<file path="src/design/hsfc_pkg.sv">
`timescale 1ns / 1ps
// ----------------------------------------------------------------------------
// hsfc_pkg
// Shared types, constants and the CRC-8 byte update for the sensor frame
// checker and converter.
// ----------------------------------------------------------------------------
package hsfc_pkg;

  // CRC-8, polynomial x^8 + x^5 + x^4 + 1, MSB first, no final xor
  localparam logic [7:0] CRC_POLY = 8'h31;
  localparam logic [7:0] CRC_INIT = 8'hFF;

  // byte positions within a six-byte reply
  localparam logic [2:0] POS_A_HI   = 3'd0;
  localparam logic [2:0] POS_A_LO   = 3'd1;
  localparam logic [2:0] POS_A_CRC  = 3'd2;
  localparam logic [2:0] POS_B_HI   = 3'd3;
  localparam logic [2:0] POS_B_LO   = 3'd4;
  localparam logic [2:0] POS_B_CRC  = 3'd5;
  localparam logic [2:0] POS_LAST   = POS_B_CRC;

  // frame_mode codes
  localparam logic MODE_MEASURE = 1'b0;
  localparam logic MODE_SERIAL  = 1'b1;

  // conversion constants
  localparam int FULL_SCALE  = 65535;
  localparam int HALF_SCALE  = FULL_SCALE / 2;
  localparam int TEMP_SPAN   = 17500;
  localparam int TEMP_OFFSET = 4500;
  localparam int HUM_SPAN    = 12500;
  localparam int HUM_OFFSET  = 600;
  localparam int HUM_MAX     = 10000;

  // one checked reply, handed from the front end to the converter
  typedef struct packed {
    logic        crc_bad;
    logic [15:0] first_word;
    logic [15:0] second_word;
    logic        mode;
  } frame_t;

  function automatic logic [7:0] crc_byte(input logic [7:0] crc, input logic [7:0] b);
    logic [7:0] c;
    c = crc ^ b;
    for (int k = 0; k < 8; k++) begin
      if (c[7]) c = {c[6:0], 1'b0} ^ CRC_POLY;
      else      c = {c[6:0], 1'b0};
    end
    return c;
  endfunction

endpackage

</file>
<file path="src/design/hsfc_front.sv">
`timescale 1ns / 1ps
// ----------------------------------------------------------------------------
// hsfc_front
// Byte assembler: tracks the position in the reply, runs the CRC and hands
// one frame record to the queue on the sixth byte.
// ----------------------------------------------------------------------------
module hsfc_front import hsfc_pkg::*; (
  input  logic       clk,
  input  logic       rst_n,
  input  logic       byte_valid,
  input  logic [7:0] rx_byte,
  input  logic       frame_start,
  input  logic       frame_mode,
  output logic       rec_push,
  output frame_t     rec_data
);

  logic [2:0]  pos_r, pos_nxt;
  logic [7:0]  crc_r, crc_nxt;
  logic        first_bad_r, first_bad_nxt;
  logic [15:0] first_word_r, first_word_nxt;
  logic [7:0]  second_hi_r, second_hi_nxt;
  logic [7:0]  second_lo_r, second_lo_nxt;
  logic [2:0]  pos_eff;

  // a frame start or a stray position restarts at the first byte
  assign pos_eff = (frame_start || pos_r > POS_LAST) ? POS_A_HI : pos_r;

  always_comb begin
    pos_nxt        = pos_r;
    crc_nxt        = crc_r;
    first_bad_nxt  = first_bad_r;
    first_word_nxt = first_word_r;
    second_hi_nxt  = second_hi_r;
    second_lo_nxt  = second_lo_r;
    rec_push       = 1'b0;
    rec_data.crc_bad     = first_bad_r | (crc_r != rx_byte);
    rec_data.first_word  = first_word_r;
    rec_data.second_word = {second_hi_r, second_lo_r};
    rec_data.mode        = frame_mode;
    if (byte_valid) begin
      case (pos_eff)
        POS_A_HI: begin
          crc_nxt        = crc_byte(CRC_INIT, rx_byte);
          first_word_nxt = {rx_byte, 8'h00};
          pos_nxt        = POS_A_LO;
        end
        POS_A_LO: begin
          crc_nxt        = crc_byte(crc_r, rx_byte);
          first_word_nxt = {first_word_r[15:8], rx_byte};
          pos_nxt        = POS_A_CRC;
        end
        POS_A_CRC: begin
          first_bad_nxt = (crc_r != rx_byte);
          crc_nxt       = CRC_INIT;
          pos_nxt       = POS_B_HI;
        end
        POS_B_HI: begin
          crc_nxt       = crc_byte(CRC_INIT, rx_byte);
          second_hi_nxt = rx_byte;
          pos_nxt       = POS_B_LO;
        end
        POS_B_LO: begin
          crc_nxt       = crc_byte(crc_r, rx_byte);
          second_lo_nxt = rx_byte;
          pos_nxt       = POS_B_CRC;
        end
        default: begin
          rec_push = 1'b1;
          crc_nxt  = CRC_INIT;
          pos_nxt  = POS_A_HI;
        end
      endcase
    end
  end

  always_ff @(posedge clk) begin
    if (!rst_n) begin
      pos_r       <= POS_A_HI;
      crc_r       <= CRC_INIT;
      first_bad_r <= 1'b0;
    end else begin
      pos_r       <= pos_nxt;
      crc_r       <= crc_nxt;
      first_bad_r <= first_bad_nxt;
    end
  end

  always_ff @(posedge clk) begin
    first_word_r <= first_word_nxt;
    second_hi_r  <= second_hi_nxt;
    second_lo_r  <= second_lo_nxt;
  end

  a_pos_range: assert property (@(posedge clk) disable iff (!rst_n)
    pos_r <= POS_LAST)
    else $error("byte position out of range");

endmodule

</file>
<file path="src/design/hsfc_queue.sv">
`timescale 1ns / 1ps
// ----------------------------------------------------------------------------
// hsfc_queue
// Two-entry queue of frame records between the front end and the converter.
// ----------------------------------------------------------------------------
module hsfc_queue import hsfc_pkg::*; (
  input  logic   clk,
  input  logic   rst_n,
  input  logic   push,
  input  frame_t wdata,
  output logic   full,
  input  logic   pop,
  output frame_t rdata,
  output logic   empty
);

  frame_t     mem_r [2];
  logic       wr_ptr_r, wr_ptr_nxt;
  logic       rd_ptr_r, rd_ptr_nxt;
  logic [1:0] count_r, count_nxt;

  assign full  = (count_r == 2'd2);
  assign empty = (count_r == 2'd0);
  assign rdata = mem_r[rd_ptr_r];

  always_comb begin
    wr_ptr_nxt = wr_ptr_r ^ push;
    rd_ptr_nxt = rd_ptr_r ^ pop;
    count_nxt  = count_r + 2'(push) - 2'(pop);
  end

  always_ff @(posedge clk) begin
    if (!rst_n) begin
      wr_ptr_r <= 1'b0;
      rd_ptr_r <= 1'b0;
      count_r  <= 2'd0;
    end else begin
      wr_ptr_r <= wr_ptr_nxt;
      rd_ptr_r <= rd_ptr_nxt;
      count_r  <= count_nxt;
    end
  end

  always_ff @(posedge clk) begin
    if (push) mem_r[wr_ptr_r] <= wdata;
  end

  a_no_overflow: assert property (@(posedge clk) disable iff (!rst_n)
    !(push && full && !pop))
    else $error("request pushed into full queue");

  a_no_underflow: assert property (@(posedge clk) disable iff (!rst_n)
    !(pop && empty))
    else $error("pop from empty queue");

endmodule

</file>
<file path="src/design/hsfc_back.sv">
`timescale 1ns / 1ps
// ----------------------------------------------------------------------------
// hsfc_back
// Converter: scales raw ticks to centidegrees and centipercent (zero in serial mode) in a
// three-stage pipeline; the last stage is the result register.
// ----------------------------------------------------------------------------
module hsfc_back import hsfc_pkg::*; (
  input  logic               clk,
  input  logic               rst_n,
  input  logic               rec_empty,
  input  frame_t             rec_data,
  output logic               rec_pop,
  output logic               res_valid,
  input  logic               res_pop,
  output logic               res_crc_status,
  output logic [15:0]        res_first_word,
  output logic [15:0]        res_second_word,
  output logic signed [14:0] res_temperature_centi,
  output logic [13:0]        res_humidity_centi,
  output logic [31:0]        res_unit_id
);

  // x / 65535: the estimate is low by at most one, fixed with one compare
  function automatic logic [15:0] div_est(input logic [31:0] x);
    logic [31:0] s;
    s = x + (x >> 16);
    return s[31:16];
  endfunction

  function automatic logic [15:0] div_fix(input logic [31:0] x, input logic [15:0] est);
    logic [31:0] r;
    r = x - ({est, 16'h0000} - 32'(est));
    return est + 16'(r >= 32'(FULL_SCALE));
  endfunction

  logic        adv;
  logic        v1_r, v2_r, v3_r;
  frame_t      f1_r, f2_r;
  logic [30:0] t_prod_r;
  logic [29:0] h_prod_r;
  logic [31:0] t_x_r, h_x_r;
  logic [15:0] t_est_r, h_est_r;
  logic [31:0] t_x_nxt, h_x_nxt;
  logic [15:0] t_q, h_q;
  logic signed [16:0] t_off;
  logic [13:0] hum_nxt;

  // whole pipeline moves together whenever the result register can take data
  assign adv     = !v3_r || res_pop;
  assign rec_pop = adv && !rec_empty;
  assign res_valid = v3_r;

  assign t_x_nxt = 32'(t_prod_r) + 32'(HALF_SCALE);
  assign h_x_nxt = 32'(h_prod_r) + 32'(HALF_SCALE);

  assign t_q   = div_fix(t_x_r, t_est_r);
  assign h_q   = div_fix(h_x_r, h_est_r);
  assign t_off = $signed({1'b0, t_q}) - 17'sd4500;

  always_comb begin
    if (h_q < 16'(HUM_OFFSET))                 hum_nxt = 14'd0;
    else if (h_q > 16'(HUM_OFFSET + HUM_MAX))  hum_nxt = 14'(HUM_MAX);
    else                                       hum_nxt = 14'(h_q - 16'(HUM_OFFSET));
  end

  always_ff @(posedge clk) begin
    if (!rst_n) begin
      v1_r <= 1'b0;
      v2_r <= 1'b0;
      v3_r <= 1'b0;
    end else if (adv) begin
      v1_r <= !rec_empty;
      v2_r <= v1_r;
      v3_r <= v2_r;
    end
  end

  always_ff @(posedge clk) begin
    if (adv) begin
      f1_r     <= rec_data;
      t_prod_r <= 31'(rec_data.first_word) * 31'(TEMP_SPAN);
      h_prod_r <= 30'(rec_data.second_word) * 30'(HUM_SPAN);
      f2_r     <= f1_r;
      t_x_r    <= t_x_nxt;
      h_x_r    <= h_x_nxt;
      t_est_r  <= div_est(t_x_nxt);
      h_est_r  <= div_est(h_x_nxt);
      res_crc_status    <= f2_r.crc_bad;
      res_first_word    <= f2_r.first_word;
      res_second_word   <= f2_r.second_word;
      res_unit_id       <= {f2_r.first_word, f2_r.second_word};
      if (f2_r.mode == MODE_SERIAL) begin
        res_temperature_centi <= 15'sd0;
        res_humidity_centi    <= 14'd0;
      end else begin
        res_temperature_centi <= t_off[14:0];
        res_humidity_centi    <= hum_nxt;
      end
    end
  end

  a_hold_result: assert property (@(posedge clk) disable iff (!rst_n)
    v3_r && !res_pop |=> v3_r && $stable(res_unit_id)
                         && $stable(res_temperature_centi))
    else $error("waiting result changed before pop");

  a_hum_range: assert property (@(posedge clk) disable iff (!rst_n)
    v3_r |-> res_humidity_centi <= 14'(HUM_MAX))
    else $error("humidity out of range");

endmodule

</file>
<file path="src/design/humidity_sensor_frame_check_convert.sv">
`timescale 1ns / 1ps
// ----------------------------------------------------------------------------
// humidity_sensor_frame_check_convert
// Sensor reply checker: CRC-8 check of a six-byte reply and conversion of
// the two raw words to temperature and humidity.
// ----------------------------------------------------------------------------
// Takes one reply byte per clock, every cycle, for as long as in_full is low.
// A byte assembler runs the CRC-8 (poly 0x31, init 0xFF) one byte per cycle;
// on the sixth byte it places a frame record in a two-entry queue, and a
// three-stage scaling pipeline, whose last stage is the result register,
// takes it to the out_ ports while the result register is free. in_full is
// high while the queue holds two unconverted frames, which happens only
// after results have been left waiting. frame_mode is sampled when the
// sixth byte of a reply is accepted; in_frame_start restarts the count.
// ----------------------------------------------------------------------------
module humidity_sensor_frame_check_convert import hsfc_pkg::*; (
  input  logic               clk,
  input  logic               rst_n,
  input  logic               in_push,
  output logic               in_full,
  input  logic [7:0]         in_rx_byte,
  input  logic               in_frame_start,
  output logic               out_empty,
  input  logic               out_pop,
  output logic               out_crc_status,
  output logic [15:0]        out_first_word,
  output logic [15:0]        out_second_word,
  output logic signed [14:0] out_temperature_centi,
  output logic [13:0]        out_humidity_centi,
  output logic [31:0]        out_unit_id,
  input  logic               cfg_valid,
  output logic               cfg_ready,
  input  logic               cfg_frame_mode
);

  logic   frame_mode_r;
  logic   byte_take;
  logic   q_push, q_full, q_pop, q_empty;
  frame_t q_wdata, q_rdata;
  logic   res_valid;

  assign cfg_ready = 1'b1;
  assign byte_take = in_push && !in_full;
  assign in_full   = q_full;
  assign out_empty = !res_valid;

  always_ff @(posedge clk) begin
    if (!rst_n) begin
      frame_mode_r <= MODE_MEASURE;
    end else if (cfg_valid && cfg_ready) begin
      frame_mode_r <= cfg_frame_mode;
    end
  end

  hsfc_front u_front (
    .clk         (clk),
    .rst_n       (rst_n),
    .byte_valid  (byte_take),
    .rx_byte     (in_rx_byte),
    .frame_start (in_frame_start),
    .frame_mode  (frame_mode_r),
    .rec_push    (q_push),
    .rec_data    (q_wdata)
  );

  hsfc_queue u_queue (
    .clk   (clk),
    .rst_n (rst_n),
    .push  (q_push),
    .wdata (q_wdata),
    .full  (q_full),
    .pop   (q_pop),
    .rdata (q_rdata),
    .empty (q_empty)
  );

  hsfc_back u_back (
    .clk                   (clk),
    .rst_n                 (rst_n),
    .rec_empty             (q_empty),
    .rec_data              (q_rdata),
    .rec_pop               (q_pop),
    .res_valid             (res_valid),
    .res_pop               (out_pop),
    .res_crc_status        (out_crc_status),
    .res_first_word        (out_first_word),
    .res_second_word       (out_second_word),
    .res_temperature_centi (out_temperature_centi),
    .res_humidity_centi    (out_humidity_centi),
    .res_unit_id           (out_unit_id)
  );

endmodule

</file>
<file path="config.mk">
export PLATFORM = sky130hd
export DESIGN_NAME = humidity_sensor_frame_check_convert
export DESIGN_NICKNAME = d
export VERILOG_FILES = /design/src/design/hsfc_pkg.sv /design/src/design/hsfc_front.sv /design/src/design/hsfc_queue.sv /design/src/design/hsfc_back.sv /design/src/design/humidity_sensor_frame_check_convert.sv
export SDC_FILE = /design/constraint.sdc
export NUM_CORES = 1
export LEC_CHECK = 0
export BUFFER_PORTS_ARGS = -buffer_cell sky130_fd_sc_hd__clkbuf_2
export CAP_MARGIN = 0
export CORE_MARGIN = 1.5
export CORE_UTILIZATION = 35
export CTS_CLUSTER_DIAMETER = 60
export DETAILED_ROUTE_END_ITERATION = 7
export PLACE_DENSITY = 0.56
export SLEW_MARGIN = 20
export SYNTH_ARGS = -nofsm -noshare
export SYNTH_HDL_FRONTEND = slang
export SYNTH_SLANG_ARGS = --single-unit
export TNS_END_PERCENT = 10
</file>
<file path="constraint.sdc">
create_clock -name clk -period 9.7 [get_ports clk]
set_input_delay 1.455 -clock clk [delete_from_list [all_inputs] [get_ports clk]]
set_output_delay 1.455 -clock clk [all_outputs]
set_load 0.01 [all_outputs]
</file>
==> results of run 1 <==
how the worst min path moves through the flow:
stage / from / end / cells past startpoint / slack [ps]
floorplan: u_back.f1_r[0] / u_back.f2_r[0] / 0 / 400
global placement: u_back.f2_r[28] / u_back.res_unit_id[27] / 0 / 400
detailed placement: u_back.f2_r[22] / u_back.res_unit_id[21] / 0 / 400
CTS: u_back.f2_r[10] / u_back.res_unit_id[9] / 0 / 420
global route: u_back.f1_r[26] / u_back.f2_r[26] / 0 / 420
finish: u_back.f2_r[10] / u_back.res_unit_id[9] / 0 / 420
logic make-up (layout without fill, tap and decap cells):
logic type / count (synthesis) / in the layout / synth area share, %
compound gates: 435 / 435 / 10.3
other cells: 2 / 2 / 0.0262
mux: 48 / 48 / 1.78
fa+ha+maj: 500 / 500 / 24.2
flops: 396 / 396 / 40.7
simple gates: 570 / 570 / 10.4
xor+xnor: 198 / 198 / 6.05
buf+inv: 463 / 593 / 6.54
per-layer routing:
layer  GRT usage (%)  vias up  share of wire (%)
met5               0        -                  0
met4            4.21        0                2.5
met3            2.34       94                3.8
met2            24.3      379                 45
met1            20.7     9031                 49
li1                -     9472                  -
cell usage after synthesis (all sizes together) (33+ instances only):
| master | instances | share of area, % |
|---|---|---|
| nand2 | 113 | 1.5 |
| fa | 93 | 6.5 |
| clkbuf | 36 | 0.47 |
| a21o | 56 | 1.5 |
| ha | 407 | 18 |
| o21ai | 67 | 1.2 |
| xnor2 | 122 | 3.7 |
| xor2 | 76 | 2.3 |
| nand3 | 47 | 0.82 |
| nor3 | 48 | 0.85 |
| edfxtp | 375 | 39 |
| nand4 | 36 | 0.79 |
| inv | 387 | 5.1 |
| buf | 40 | 1.0 |
| nor2b | 33 | 0.72 |
| nor2 | 131 | 1.7 |
| a21oi | 123 | 2.1 |
per-stage QoR:
step	hold WS [ps]	std cells	cell area [um^2]	worst slack, ps
floorplan	400	2612	28700	560
global placement	401	3713	30200	2720
detailed placement	405	3713	30200	2480
CTS	419	3802	31900	2470
global route	420	3802	31900	1730
finish	417	3802	31900	2440
layout by cell type, fill, tap and decap left out, drive strengths merged, types with 8 or more instances in the layout:
cell / Yosys / routed
nor3: 48 / 48
nor2: 131 / 131
o21a: 23 / 23
xor2: 76 / 76
ha: 407 / 407
o41ai: 10 / 10
xnor2: 122 / 122
dfxtp: 21 / 21
or4: 8 / 8
a31oi: 14 / 14
o21ai: 67 / 67
fa: 93 / 93
a31o: 10 / 10
a21o: 56 / 56
nand4: 36 / 36
a211oi: 22 / 22
nand2b: 21 / 21
inv: 387 / 395
and3: 27 / 27
clkbuf: 36 / 165
a21oi: 123 / 123
o31ai: 15 / 15
and2: 25 / 25
a2111oi: 10 / 10
mux2: 25 / 25
or2: 17 / 17
nor2b: 33 / 33
o21bai: 10 / 10
nor4: 23 / 23
nand3: 47 / 47
o211ai: 10 / 10
mux2i: 23 / 23
edfxtp: 375 / 375
nand2: 113 / 113
clkinv: 0 / 16
or3: 13 / 13
nor3b: 8 / 8
cell type report:
type                       instances  area share (%)
clock buffer                      55            3.85
clock inverter                    34            1.35
inverter                         387            4.58
multi-input combinational       1753            47.5
sequential                       396            36.7
tap                             1060            4.16
timing repair buffer             117            1.89
sequential cells by signal, indices dropped and copies added (netlist names), 2 cells and up, named ones only:
| name | cells |
|---|---|
| u_front.crc_r | 8 |
| u_front.second_hi_r | 8 |
| u_queue.mem_r | 68 |
| u_back.f2_r | 34 |
| u_back.res_humidity_centi | 14 |
| u_queue.count_r | 2 |
| u_back.h_est_r | 16 |
| u_front.first_word_r | 16 |
| u_back.f1_r | 34 |
| u_back.t_prod_r | 28 |
| u_back.t_x_r | 30 |
| u_back.t_est_r | 16 |
| u_front.second_lo_r | 8 |
| u_back.h_x_r | 29 |
| u_back.res_unit_id | 32 |
| u_back.res_temperature_centi | 15 |
| u_back.h_prod_r | 26 |
| u_front.pos_r | 3 |
==> run metrics, run 1 <==
area of the multi-input gates 15100 um^2; pin count of the biggest net entering global routing ~130; Die H 289 um; Synth cell types 82; reg2reg setup slack 2440 ps; Avg WL per Cell about 17 um; CP Max Fanout 8; Inserted Diodes 0; fin crit share around three quarters; crit-path max cell delay 640 ps; CTS H-tree depth 2; GPL Wtd Cong 0.889; Initial DRC Count ~1000; fill cell count roughly 7800; Seq/Total Area, Yosys between 40% and 50%; status finished clean; Crit. End Element flop; DR vias roughly 19000; CTS clk-pin slew, worst paths 60 ps; setup bufs post-CTS 0; total die area 83700 um^2; post-synthesis register bit count 396; skew final 54.7 ps; CTS hold repair buffers 0; port bufs 110; crit path DAT between 7000 and 8000 ps; DRT antenna net count 0; FF/Latch Area 11700 um^2; initial antenna violation count 1; Sink Count approximately 400; worst skew pair latency 620 ps; synthesized area 28700 um^2; CTS tree done; DRC violation count after routing 0; Levels on crit path 23; Syn Nets between 3000 and 4000; crit path launch u_back.h_est_r[8]; worst-case clock buffer depth 3; Post-CTS Resized 0; Gate Count Post-Synth 2612; FMAX 0.138 GHz; layout cells sized above 1 9.56%; global-route wire length before repair 100 mm; Sum Neg Setup Slack 0 ps; Rel. slew slack between 30% and 40%; Min-Delay Path Class reg2reg; Die X 289 um; final hold viol count 0; Synth Warn # 0; P&R area growth vs syn 11.1%; Post-synth ARST share 0%; CTS buffer count between 40 and 50; Final Max Slew Viols 0; crit path capture u_back.res_humidity_centi[12]; Crit path required time 10010 ps; I/O pin count 112; DR pass1 iterations 5; RSZ-0062 raised after global routing no; Worst R2R Path Depth 23; Worst path top cell family by delay compound AO/OA/AOI/OAI gates; most used cell, CP ha_1; core area 80800 um^2; Final min period 7260 ps; clk root buf clkbuf_16; Slew @ Worst Pin 984 ps; Total GRT Usage approximately 15%; Worst R2R End u_back.res_humidity_centi[12]; # setup viols final 0; kind of critical path reg2reg; utilization after layout 39.4%; Synth Flop Type edfxtp_1; gr ovfl total 0; crit path cell chain inv_1, ha_1, inv_1, ha_1, ha_1, a2111oi_0, o21ai_0, a21boi_1, or3_1, a31oi_1, a2111oi_0, nand4_1, a2111oi_0, o2111ai_1, ha_1, and2_1, o21ai_0, a21boi_0, o211ai_1, a311oi_1, a31oi_1, o31ai_1, nor2_1; Max Cap Viol 0; Mapped Avg Cell Area 11.0 um^2; row count 104; critical path's slowest cell a311oi_1; Detailed Place HPWL 49.1 mm; Post-synth EDFFs 375; CP Buf/Inv Count 2; DRT Wirelength 62.8 mm; Layout Nets 3218; Starting Density 35.5%; CP startpoint kind flop; vias in the first global route approximately 19000; start of the worst register-to-register path u_back.h_est_r[8]; DR vias/cell between 4 and 5
Power of run 1 is left out: the tool's default activity adds up to more than one toggle a clock period on the data nets, which glitch-free logic cannot reach.
==> run 2, diff against run 1 <==
--- a/config.mk
+++ b/config.mk
@@ -5,13 +5,14 @@
 export SDC_FILE = /design/constraint.sdc
 export NUM_CORES = 1
 export LEC_CHECK = 0
+export ABC_AREA = 1
 export BUFFER_PORTS_ARGS = -buffer_cell sky130_fd_sc_hd__clkbuf_2
 export CAP_MARGIN = 0
 export CORE_MARGIN = 1.5
 export CORE_UTILIZATION = 35
 export CTS_CLUSTER_DIAMETER = 60
 export DETAILED_ROUTE_END_ITERATION = 7
-export PLACE_DENSITY = 0.56
+export PLACE_DENSITY = 0.54
 export SLEW_MARGIN = 20
 export SYNTH_ARGS = -nofsm -noshare
 export SYNTH_HDL_FRONTEND = slang
==> constraint.sdc (replaced) <==
create_clock -name clk -period 6.88 [get_ports clk]
set_input_delay 1.032 -clock clk [delete_from_list [all_inputs] [get_ports clk]]
set_output_delay 1.032 -clock clk [all_outputs]
set_load 0.01 [all_outputs]
==> run 2 against run 1 <==
  * The run now ends with design-rule violations left
  * Clock skew is 1.7 ps lower
  * Utilization is 0.14 points lower
  * First-iteration DRC count is 8.3% higher
  * Critical path type unchanged
  * Synthesized cell count is 40% higher
  * Via count is 22% higher
  * Highest routed layer unchanged
  * Sequential share of layout area is 3.1 points lower
==> run metrics, run 2 <==
setup bufs post-CTS 0 (unchanged); Detailed Place HPWL 60.2 mm (+23%); initial antenna violation count 3 (+2); pin count of the biggest net entering global routing 162 (+24%); global-route wire length before repair 117 mm (+17%); biggest regs u_queue.mem_r: 68 flops, u_back.f1_r: 34 flops, u_back.f2_r: 34 flops; kind of critical path reg2reg; DRT Wirelength 73.2 mm (+17%); post-synthesis register bit count 396 (unchanged); CTS clk-pin slew, worst paths 60 ps (about the same); Min-Delay Path Class reg2reg; hold_sp u_back.f2_r[18]; most common cell after layout, fill and taps aside nand2_1; worst skew pair latency 610 ps (about the same); placed cell areas 33100 um^2 (+9.7%); Total GRT Usage 16.0% (+1.0 points); Slew @ Worst Pin 906 ps (-77.3 ps); Post-synth ARST share 0% (unchanged); synth cell count leaders nand2_1 (799), inv_1 (697), ha_1 (407); Synth Flop Type edfxtp_1; status finished with violations; Gate Count Post-Synth 3656 (+40%); post-synthesis mux area share 0.717% (-1.1 points); Synth Area in Compound Gates 6.03% (-4.2 points); I/O pin count 112 (unchanged); Yosys top cell by area edfxtp_1; RSZ-0062 raised after global routing no; synth top area cells edfxtp_1 (36%), ha_1 (16%), nand2_1 (9.6%), inv_1 (8.3%), fa_1 (5.9%); DRC violation count after routing 9 (+9); placed insts 4885 (+32%); Sink Count 396 (unchanged); Crit. End Element flop; CTS hold repair buffers 0 (unchanged); Largest Register u_queue.mem_r; GPL Wtd Cong 0.916 (+3.0%); post-route cell area 34800 um^2 (+9.3%); synthesized area 31400 um^2 (+9.5%); Layout Nets 4286 (+33%); Mapped Avg Cell Area 8.59 um^2 (-22%); Final Max Slew Viols 0 (unchanged); row count 109 (+4.8%); Post-CTS Resized 0 (unchanged); Synth Warn # 0 (unchanged); Initial DRC Count 1135 (+8.3%); CP startpoint kind flop; gr ovfl total 0 (unchanged); Starting Density 35.4% (-0.080 points); vias in the first global route 22400 (+19%); final hold viol count 0 (unchanged); Non-Filler Instances 4976 (+31%); Simple-Gate Fraction of Synth Area 20.4% (+10 points); Post-synth EDFFs 375 (unchanged); Inserted Diodes 0 (unchanged); Rel. slew slack 39.6% (+5.2 points); adder-cell share of the synthesized area 22.1% (-2.1 points); clk root buf clkbuf_16; Die H 303 um (+4.6%); worst-case clock buffer depth 3 (unchanged); Max Cap Viol 0 (unchanged); # setup viols final 0 (unchanged); DR vias/cell 4.64 (-7.0%); fin crit share 81.9% (+7.1 points); total die area 91500 um^2 (+9.4%); Die X 303 um (+4.6%); Synth cell types 53 (-35%); FMAX 0.177 GHz (+29%); DR vias 23100 (+22%); CTS buffer count 49 (+2.1%); Avg WL per Cell 14.7 um (-11%); xor/xnor share of the synthesized area 4.01% (-2.0 points); violated checks design-rule violations; core area 88600 um^2 (+9.7%); layout cells sized above 1 7.82% (-1.7 points); max FFs per register 68 (unchanged); CTS tree done; Seq/Total Area, Yosys 37.2% (-3.5 points); DR pass1 iterations 7 (+2); Final min period 5640 ps (-1620 ps); most frequent cells in the layout nand2_1 (799), inv_1 (696), ha_1 (407); reg2reg setup slack 1240 ps (-1200 ps); crit path DAT 5990 ps (-1580 ps); DRT antenna net count 0 (unchanged); Crit path required time 7240 ps (-2770 ps); Sum Neg Setup Slack 0 ps (unchanged); port bufs 110 (unchanged); Syn Nets 4171 (+33%); CP Max Fanout 48 (+40); Synth top area share 35.9% (-3.4 points); CTS H-tree depth 2 (unchanged); utilization after layout 39.3% (-0.14 points); most common cell in the netlist nand2_1; P&R area growth vs syn 10.9%; skew final 53.0 ps (-1.67 ps); largest family of logic cells by synthesized area adder cells
==> run 2: changes by cell type after synthesis, moves of 21 or more <==
cell      before  now
nand3_1       47  202
o21ai_0       67  116
a211oi_1      22    1
and3_1        27    0
nor2b_1       33    0
a21oi_1      123  171
nor2_1       131  298
inv_1        387  697
clkbuf_1      36   14
xnor2_1      122   47
a21o_1        56   11
nand2_1      112  799
and2_1        25    2
mux2i_1       23    0
==> run 2: layout make-up <==
| type | instances | area [um^2] |
|---|---|---|
| Fill cell | 9099 | 53800 |
| Clock buffer | 52 | 1240 |
| Inverter | 707 | 2660 |
| Multi-Input combinational cell | 2502 | 16700 |
| Sequential cell | 396 | 11700 |
| Timing Repair Buffer | 115 | 601 |
| Clock inverter | 39 | 452 |
| Tap cell | 1165 | 1460 |
==> run 2: kinds of logic after synthesis <==
logic type,Yosys count
AO/OA/AOI/OAI,349
adder cells (fa/ha/maj),500
flip-flops,396
multiplexers,20
buffers and inverters,758
other,2
XOR/XNOR,142
AND/OR/NAND/NOR,1489
==> run 2: critical path, cell delays in order (launching register included) <==
cell	delay, ps
dfxtp_2	910
nand2_1	100
o21ai_0	290
inv_1	280
ha_1	360
inv_1	50
fa_1	510
inv_1	50
ha_1	300
fa_1	460
fa_1	490
ha_1	370
a21o_1	200
a31oi_1	130
nand2_1	90
a31oi_1	270
o21ai_0	180
nand2_1	90
nand2_1	60
xor2_1	130
==> run 2: worst paths after layout <==
path,endpoint,cells past startpoint
setup reg to reg,u_back.t_prod_r[22],19
hold / removal,u_back.res_unit_id[17],0
setup / recovery,u_back.t_prod_r[22],19
hold reg to reg,u_back.res_unit_id[17],0
==> run 2: metal layers <==
metal	global-route usage [%]	up-vias	wire (um)
li1	-	12200	-
met1	22.0	10500	35800
met2	26.7	339	33300
met3	1.80	100	2310
met4	4.45	0	1800
met5	0	-	0
==> run 2: through the flow <==
step | hold WS (ps) | setup WS (ps)
finish | 414 | 1240
global route | 423 | 807
CTS | 419 | 1180
detailed placement | 405 | 1220
global placement | 401 | 1250
floorplan | 400 | 947
Power of run 2 is left out for the same reason.
